**config.mk**
```make
export PLATFORM = sky130hd
export DESIGN_NAME = ir_pulse_distance_frame_decoder
export DESIGN_NICKNAME = d
export VERILOG_FILES = /design/src/hw/rtl/irpd_pkg.sv /design/src/hw/rtl/irpd_cfg_regs.sv /design/src/hw/rtl/irpd_in_stage.sv /design/src/hw/rtl/irpd_frame_core.sv /design/src/hw/rtl/ir_pulse_distance_frame_decoder.sv
export SDC_FILE = /design/constraint.sdc
export NUM_CORES = 1
export LEC_CHECK = 0
export BUFFER_PORTS_ARGS = -buffer_cell sky130_fd_sc_hd__buf_4
export CORE_MARGIN = 2
export CORE_UTILIZATION = 58
export DETAILED_ROUTE_END_ITERATION = 8
export HOLD_SLACK_MARGIN = 0.12
export MAX_ROUTING_LAYER = met4
export PLACE_DENSITY = 0.8
export SETUP_SLACK_MARGIN = 0.4
export SLEW_MARGIN = 15
export SYNTH_ARGS = -nofsm -noshare
export SYNTH_HDL_FRONTEND = slang
export SYNTH_SLANG_ARGS = --single-unit
```
**constraint.sdc**
```tcl
create_clock -name i_clk -period 3.1 [get_ports i_clk]
set_clock_uncertainty 0.1 [all_clocks]
set_input_delay 0.31 -clock i_clk [delete_from_list [all_inputs] [get_ports i_clk]]
set_output_delay 0.31 -clock i_clk [all_outputs]
set_load 0.01 [all_outputs]
```
**src/hw/rtl/irpd_pkg.sv**
```systemverilog
// Package of the IR pulse distance frame decoder: types, constants, button lookup.
// Depends on nothing; used by all decoder modules by scoped names.
package irpd_pkg;

    localparam int unsigned TICK_W    = 16;
    localparam int unsigned BYTE_W    = 8;
    localparam int unsigned BTN_W     = 5;
    localparam int unsigned CFG_IDX_W = 2;
    localparam int unsigned CNT_W     = 6;
    localparam int unsigned FRAME_W   = 32;

    localparam logic [CNT_W-1:0] FRAME_BITS = CNT_W'(FRAME_W);

    localparam logic [TICK_W-1:0] START_RESET = 16'd13000;
    localparam logic [TICK_W-1:0] ONE_RESET   = 16'd1600;

    localparam logic [CFG_IDX_W-1:0] CFG_START = 2'd0;
    localparam logic [CFG_IDX_W-1:0] CFG_ONE   = 2'd1;

    localparam logic [BTN_W-1:0] BTN_UP      = 5'd0;
    localparam logic [BTN_W-1:0] BTN_DOWN    = 5'd1;
    localparam logic [BTN_W-1:0] BTN_LEFT    = 5'd2;
    localparam logic [BTN_W-1:0] BTN_RIGHT   = 5'd3;
    localparam logic [BTN_W-1:0] BTN_OK      = 5'd4;
    localparam logic [BTN_W-1:0] BTN_DIGIT0  = 5'd7;
    localparam logic [BTN_W-1:0] BTN_UNKNOWN = 5'd17;

    typedef struct packed {
        logic [TICK_W-1:0] start_threshold;
        logic [TICK_W-1:0] one_threshold;
    } t_cfg;

    typedef struct packed {
        logic [BYTE_W-1:0] address_byte;
        logic [BYTE_W-1:0] address_inverse;
        logic [BYTE_W-1:0] command_byte;
        logic [BYTE_W-1:0] command_inverse;
        logic [BTN_W-1:0]  button_code;
    } t_result;

    function automatic logic [BTN_W-1:0] button_of(input logic [BYTE_W-1:0] cmd);
        logic [BTN_W-1:0] code;
        unique case (cmd)
            8'h18:   code = BTN_UP;
            8'h4A:   code = BTN_DOWN;
            8'h88:   code = BTN_LEFT;
            8'hAD:   code = BTN_RIGHT;
            8'h38:   code = BTN_OK;
            8'hCC:   code = BTN_DIGIT0;
            8'hA2:   code = BTN_DIGIT0 + 5'd1;
            8'h62:   code = BTN_DIGIT0 + 5'd2;
            8'hE2:   code = BTN_DIGIT0 + 5'd3;
            8'h22:   code = BTN_DIGIT0 + 5'd4;
            8'h81:   code = BTN_DIGIT0 + 5'd5;
            8'hE1:   code = BTN_DIGIT0 + 5'd6;
            8'hE0:   code = BTN_DIGIT0 + 5'd7;
            8'hD4:   code = BTN_DIGIT0 + 5'd8;
            8'h90:   code = BTN_DIGIT0 + 5'd9;
            default: code = BTN_UNKNOWN;
        endcase
        return code;
    endfunction

endpackage

```
**src/hw/rtl/irpd_cfg_regs.sv**
```systemverilog
// Threshold register file of the IR frame decoder.
// Depends on irpd_pkg.
module irpd_cfg_regs (
    input  logic                             i_clk,
    input  logic                             i_rst_n,
    input  logic                             i_cfg_we,
    input  logic [irpd_pkg::CFG_IDX_W-1:0]   i_cfg_index,
    input  logic [irpd_pkg::TICK_W-1:0]      i_cfg_data,
    output irpd_pkg::t_cfg                   o_cfg
);

    irpd_pkg::t_cfg r_cfg;
    irpd_pkg::t_cfg n_cfg;

    always_comb begin
        n_cfg = r_cfg;
        if (i_cfg_we) begin
            unique case (i_cfg_index)
                irpd_pkg::CFG_START: n_cfg.start_threshold = i_cfg_data;
                irpd_pkg::CFG_ONE:   n_cfg.one_threshold   = i_cfg_data;
                default:             n_cfg = r_cfg;
            endcase
        end
    end

    always_ff @(posedge i_clk) begin
        if (!i_rst_n) begin
            r_cfg.start_threshold <= irpd_pkg::START_RESET;
            r_cfg.one_threshold   <= irpd_pkg::ONE_RESET;
        end else begin
            r_cfg <= n_cfg;
        end
    end

    assign o_cfg = r_cfg;

endmodule

```
**src/hw/rtl/irpd_in_stage.sv**
```systemverilog
// Input register of the IR frame decoder: holds one interval item for the core.
// Depends on irpd_pkg.
module irpd_in_stage (
    input  logic                         i_clk,
    input  logic                         i_rst_n,
    input  logic                         i_in_valid,
    input  logic [irpd_pkg::TICK_W-1:0]  i_in_interval_ticks,
    output logic                         o_in_stall,
    input  logic                         i_advance,
    output logic                         o_item_valid,
    output logic [irpd_pkg::TICK_W-1:0]  o_item_ticks
);

    logic                        r_valid;
    logic                        n_valid;
    logic [irpd_pkg::TICK_W-1:0] r_ticks;
    logic                        take;

    // Stall only while a held item cannot move into the core.
    assign o_in_stall = r_valid && !i_advance;
    assign take       = i_in_valid && !o_in_stall;

    always_comb begin
        if (take) begin
            n_valid = 1'b1;
        end else if (i_advance) begin
            n_valid = 1'b0;
        end else begin
            n_valid = r_valid;
        end
    end

    always_ff @(posedge i_clk) begin
        if (!i_rst_n) begin
            r_valid <= 1'b0;
        end else begin
            r_valid <= n_valid;
        end
    end

    always_ff @(posedge i_clk) begin
        if (take) begin
            r_ticks <= i_in_interval_ticks;
        end
    end

    assign o_item_valid = r_valid;
    assign o_item_ticks = r_ticks;

endmodule

```
**src/hw/rtl/irpd_frame_core.sv**
```systemverilog
// Frame decoding core: leader hunt, bit shifting, button lookup, result register.
// Depends on irpd_pkg.
module irpd_frame_core (
    input  logic                         i_clk,
    input  logic                         i_rst_n,
    input  irpd_pkg::t_cfg               i_cfg,
    input  logic                         i_item_valid,
    input  logic [irpd_pkg::TICK_W-1:0]  i_item_ticks,
    output logic                         o_advance,
    output logic                         o_out_valid,
    input  logic                         i_out_stall,
    output irpd_pkg::t_result            o_result
);

    logic                          r_receiving;
    logic                          n_receiving;
    logic                          r_pair_phase;
    logic                          n_pair_phase;
    logic [irpd_pkg::CNT_W-1:0]    r_bit_count;
    logic [irpd_pkg::CNT_W-1:0]    n_bit_count;
    logic [irpd_pkg::FRAME_W-1:0]  r_frame_shift;
    logic [irpd_pkg::FRAME_W-1:0]  n_frame_shift;
    logic                          r_out_valid;
    logic                          n_out_valid;
    irpd_pkg::t_result             r_result;
    irpd_pkg::t_result             n_result;
    logic                          step;
    logic                          done;
    logic [irpd_pkg::CNT_W-1:0]    count_inc;

    // The result register is free, or its item leaves this cycle.
    assign o_advance = !r_out_valid || !i_out_stall;
    assign step      = i_item_valid && o_advance;
    assign count_inc = r_bit_count + irpd_pkg::CNT_W'(1);

    always_comb begin
        n_receiving   = r_receiving;
        n_pair_phase  = r_pair_phase;
        n_bit_count   = r_bit_count;
        n_frame_shift = r_frame_shift;
        done          = 1'b0;
        if (step) begin
            if (!r_receiving) begin
                n_pair_phase = !r_pair_phase;
                if (r_pair_phase && (i_item_ticks > i_cfg.start_threshold)) begin
                    n_receiving   = 1'b1;
                    n_bit_count   = '0;
                    n_frame_shift = '0;
                end
            end else begin
                n_frame_shift = {r_frame_shift[irpd_pkg::FRAME_W-2:0],
                                 (i_item_ticks > i_cfg.one_threshold)};
                n_bit_count   = count_inc;
                if (count_inc == irpd_pkg::FRAME_BITS) begin
                    done         = 1'b1;
                    n_receiving  = 1'b0;
                    n_pair_phase = 1'b0;
                    n_bit_count  = '0;
                end
            end
        end
    end

    always_comb begin
        n_result.address_byte    = n_frame_shift[31:24];
        n_result.address_inverse = n_frame_shift[23:16];
        n_result.command_byte    = n_frame_shift[15:8];
        n_result.command_inverse = n_frame_shift[7:0];
        n_result.button_code     = irpd_pkg::button_of(n_frame_shift[15:8]);
        n_out_valid              = done || (r_out_valid && i_out_stall);
    end

    always_ff @(posedge i_clk) begin
        if (!i_rst_n) begin
            r_receiving   <= 1'b0;
            r_pair_phase  <= 1'b0;
            r_bit_count   <= '0;
            r_frame_shift <= '0;
            r_out_valid   <= 1'b0;
        end else begin
            r_receiving   <= n_receiving;
            r_pair_phase  <= n_pair_phase;
            r_bit_count   <= n_bit_count;
            r_frame_shift <= n_frame_shift;
            r_out_valid   <= n_out_valid;
        end
    end

    always_ff @(posedge i_clk) begin
        if (done) begin
            r_result <= n_result;
        end
    end

    assign o_out_valid = r_out_valid;
    assign o_result    = r_result;

endmodule

```
**src/hw/rtl/ir_pulse_distance_frame_decoder.sv**
```systemverilog
// Top level of the IR pulse distance frame decoder.
// Depends on irpd_pkg, irpd_cfg_regs, irpd_in_stage and irpd_frame_core.
//
// Usage:
//   Input channel: one item per falling-edge interval (i_in_interval_ticks),
//   handed over on i_in_valid while o_in_stall is low.
//   Output channel: one item per complete frame, with the four frame bytes
//   and the button code, held on o_out_* while o_out_valid is high and taken
//   at an edge where i_out_stall is low.
//   Config: i_cfg_we writes i_cfg_data into register i_cfg_index
//   (0 start threshold, 1 bit threshold); other indexes are ignored.
//   Write only while the block is idle.
// Timing: an interval is held in the input register, then the core decodes it;
//   the result register and o_out_valid are loaded at the edge at which the
//   core takes the 32nd data bit from the input register.
// Throughput: one item per cycle while no result waits under i_out_stall,
//   set by the single decode step between the input and result registers.
// Reset: synchronous, active low; thresholds return to 13000 and 1600, the
//   decoder hunts for a leader with the pair phase cleared, no item is held.
// Stall: while a result waits under i_out_stall, the core stops; the input
//   register takes at most one more item and then o_in_stall rises.
module ir_pulse_distance_frame_decoder (
    input  logic                           i_clk,
    input  logic                           i_rst_n,
    input  logic                           i_in_valid,
    output logic                           o_in_stall,
    input  logic [irpd_pkg::TICK_W-1:0]    i_in_interval_ticks,
    output logic                           o_out_valid,
    input  logic                           i_out_stall,
    output logic [irpd_pkg::BYTE_W-1:0]    o_out_address_byte,
    output logic [irpd_pkg::BYTE_W-1:0]    o_out_address_inverse,
    output logic [irpd_pkg::BYTE_W-1:0]    o_out_command_byte,
    output logic [irpd_pkg::BYTE_W-1:0]    o_out_command_inverse,
    output logic [irpd_pkg::BTN_W-1:0]     o_out_button_code,
    input  logic                           i_cfg_we,
    input  logic [irpd_pkg::CFG_IDX_W-1:0] i_cfg_index,
    input  logic [irpd_pkg::TICK_W-1:0]    i_cfg_data
);

    irpd_pkg::t_cfg              cfg;
    irpd_pkg::t_result           result;
    logic                        advance;
    logic                        item_valid;
    logic [irpd_pkg::TICK_W-1:0] item_ticks;

    // Threshold registers.
    irpd_cfg_regs u_cfg (
        .i_clk       (i_clk),
        .i_rst_n     (i_rst_n),
        .i_cfg_we    (i_cfg_we),
        .i_cfg_index (i_cfg_index),
        .i_cfg_data  (i_cfg_data),
        .o_cfg       (cfg)
    );

    // Hold the incoming item until the core takes it.
    irpd_in_stage u_in (
        .i_clk               (i_clk),
        .i_rst_n             (i_rst_n),
        .i_in_valid          (i_in_valid),
        .i_in_interval_ticks (i_in_interval_ticks),
        .o_in_stall          (o_in_stall),
        .i_advance           (advance),
        .o_item_valid        (item_valid),
        .o_item_ticks        (item_ticks)
    );

    // Decode intervals and register the finished frame.
    irpd_frame_core u_core (
        .i_clk        (i_clk),
        .i_rst_n      (i_rst_n),
        .i_cfg        (cfg),
        .i_item_valid (item_valid),
        .i_item_ticks (item_ticks),
        .o_advance    (advance),
        .o_out_valid  (o_out_valid),
        .i_out_stall  (i_out_stall),
        .o_result     (result)
    );

    // Split the result item onto its field ports.
    assign o_out_address_byte    = result.address_byte;
    assign o_out_address_inverse = result.address_inverse;
    assign o_out_command_byte    = result.command_byte;
    assign o_out_command_inverse = result.command_inverse;
    assign o_out_button_code     = result.button_code;

endmodule

```
==> results by group <==
Critical path
  – WP data required: 3.25 ns
  – CP endpoint kind: register
  – Worst setup path category: register to register
  – Critical path arrival: 3.32 ns
  – CP max FO: 7
  – Worst Setup Start Kind: register

Floorplan
  – Die Ht: 104 um
  – I/O pin cnt: 78
  – Die ar.: around 11000 sq um
  – Initial Util: 0.598
  – CORE AREA: 9770 sq um
  – Die Width: approximately 100 um
  – Rows: 36

Power
  – Pwr Total: 4.08 mW
  – Leak pwr: 3.29 nW
  – Power density cells: around 500 nW/um^2
  – Peak VDD IR: 0.585 mV

Timing
  – Final hold vios: 0
  – Relative slew slack: 0.458
  – Setup violators final: 3
  – Post-route clock period utilization: 1.02
  – Maximum clock frequency: between 0.3 and 0.4 GHz
  – Pin slew with the least headroom to its limit: 0.814 ns
  – Minimum clock period: 3.17 ns
  – Setup TNS: -0.107 ns
  – PnR worst setup slack: -0.0664 ns
  – RSZ-0062 raised after global routing: yes
  – Max-slew violations: 0

Synthesis
  – Netlist cell types: 58
  – Mapped Avg Cell Area: just over 10 sq um
  – Largest family of logic cells by synthesized area: compound AO/OA/AOI/OAI gates
  – Post-synth EDFFs: 53
  – Multiplexer area fraction after synthesis: 0
  – Top FF cell, synth: dfxtp_1
  – Simple-Gate Fraction of Synth Area: 0.175
  – Seq cells post-synth: 127
  – Syn_nets: 647
  – Cells after Synth: 575
  – Seq/Total Area, Yosys: 0.526
  – Total of warnings raised by yosys: 0
  – Post-synthesis xor/xnor area fraction: 0
  – Synth async-reset ratio: 0
  – Synth Area in Adders: 0.0707
  – Synth Area in Compound Gates: 0.185
  – Cell Area, Synth: 5840 sq um

Global route
  – GRT Resource Usage Total: 0.316
  – Gr ovfl total: 0
  – First-pass GRT wire length: between 20000 and 30000 um
  – Vias in the first global route: between 5000 and 6000
  – Antenna violations before repair: 0
  – Largest net degree at the start of global routing: 75

Detailed routing
  – Initial DRC Count: roughly 350
  – Drt pass-1 iters: 5
  – DR WL/cell: about 20 um
  – # DRC: 0
  – Via count of the routed design: 5075
  – Vias per cell: about 5.9
  – Routed WL: 17200 um
  – Post-DRT Antenna Nets: 0

Clocking
  – TritonCTS Buffers: 17
  – TritonCTS clock tree: done
  – Clock Sinks: 127
  – Htree depth: 4
  – CTS Root Cell: clkbuf_8
  – CTS clock-pin slew for the worst setup and hold paths: 0.06 ns
  – CTS Buffer Depth: 2
  – Clk_lat worst skew: 0.53 ns

Cells and area
  – Share of cells above drive strength 1: 0.272
  – # diodes: 0
  – Most frequent cells in the layout: 100 x buf_4, 86 x nand2_1, 74 x dfxtp_1
  – Layout Utilization: 0.828
  – Synth-to-Final Area Change: 38.6%
  – Final nets: just under 800
  – Commonest non-fill, non-tap cell in the layout: buf_4
  – Fillers: 552

Placed design
  – Pre-CTS WS: -0.0123 ns
  – Gpl congestion: 0.893
  – Port Buf Inserts: 77
  – HPWL Detailed: 9540 um

Status
  – Failing checks: setup timing
  – Status: finished, violations left

Worst hold path
  – HP Class: input pin to register

Flow run
  – Max Cap Viol: 0
metal layers:
metal,global-route usage,up-vias,wire length (um)
met5,-,-,0
met1,0.375,2435,6740
met3,0.0739,49,1230
li1,-,2342,-
met2,0.526,249,8830
met4,0.114,0,432
stage by stage:
stage	area, sq um	std cells	hold slack [ns]
floorplan	5850	575	0.309
global placement	6580	770	0.352
detailed placement	6580	770	0.362
CTS	7740	847	0.182
global route	8100	861	0.221
finish	8100	861	0.207
report_power, final:
part / internal [mW] / switching (mW)
clock: 1.16 / 0.780
combinational: 0.171 / 0.180
sequential: 1.77 / 0.0220
cells in the mapped netlist, drive strengths merged (2+ instances only):
library cell  instances  area share
buf                   8      0.0084
o211ai               13       0.017
a211o                 3      0.0045
nand2b                4      0.0043
inv                  35       0.022
or2                   3      0.0032
a211oi                2      0.0026
a21boi               27       0.035
o22ai                 3      0.0032
a31oi                 3      0.0032
or3                   2      0.0021
a22o                 26       0.039
nor4                  4      0.0043
clkbuf               20       0.013
or3b                  2      0.0030
and2                 36       0.039
o21a                  6      0.0077
nand3b                4      0.0051
nor2                 19       0.013
nand2                92       0.060
a21o                  4      0.0051
and3b                 2      0.0030
ha                   33       0.071
a22oi                 6      0.0077
a21oi                20       0.018
nand4                 8      0.0086
nor3                  4      0.0034
edfxtp               53        0.27
o211a                 2      0.0034
and3                  4      0.0043
nor2b                 9      0.0096
nand3                10      0.0086
dfxtp                74        0.25
o21ai                22       0.021
critical path: stages (launching register included):
cell and delay (ns):
dfxtp_1 0.36, inv_1 0.06, ha_1 0.31, nand4_1 0.21, buf_4 0.16, nor2_2 0.04, a311oi_2 0.33, nand4_1 0.17
buf_6 0.19, a211o_4 0.36, a22oi_2 0.21, o21a_1 0.15, a211o_1 0.14, o211ai_1 0.10
cell type report:
cell class              instances  area (sq um)  area share
clock buffers                  18           418      0.0516
clock inverters                14           158      0.0195
inverters                      35           131      0.0162
multi-input cells             385          2830       0.350
flip-flops and latches        127          3070       0.379
well taps                     133           166      0.0206
repair buffers                149          1320       0.163
registers in the layout, summed over array words and instances, names as in the netlist:
signal	flops
u_core.r_bit_count	6
u_core.r_frame_shift	32
u_core.o_out_valid	1
u_core.r_receiving	1
u_core.r_pair_phase	1
u_core.o_result	37
u_in.o_item_ticks	16
u_in.o_item_valid	1
u_cfg.o_cfg	32
kinds of logic (layout without fill, tap and decap cells):
group | count (synthesis) | count (layout)
buffers and inverters | 63 | 216
AOI/OAI and AO/OA | 146 | 146
and+or+nand+nor | 206 | 206
DFF | 127 | 127
adders and majority gates | 33 | 33
what timing repair did:
item	CTS	global route
hold buffers	35	0
setup endpoints to repair	66	67
gates resized for setup	26	45
pin swaps	8	27
cloned	0	5
endpoints found under the hold margin	50	0
setup buffers	10	9
path summary, 6_finish.rpt:
check | endpoint | slack [ns] | cells after the start | start
worst max register to register | u_core.o_result[0] | -0.07 | 13 | u_cfg.o_cfg[30]
worst max-delay path | u_core.o_result[0] | -0.07 | 13 | u_cfg.o_cfg[30]
worst min register to register | u_cfg.o_cfg[18] | 0.37 | 2 | u_cfg.o_cfg[18]
worst min-delay path | u_cfg.o_cfg[19] | 0.21 | 2 | i_rst_n
Note: power is estimated with default switching activity, not from simulation.
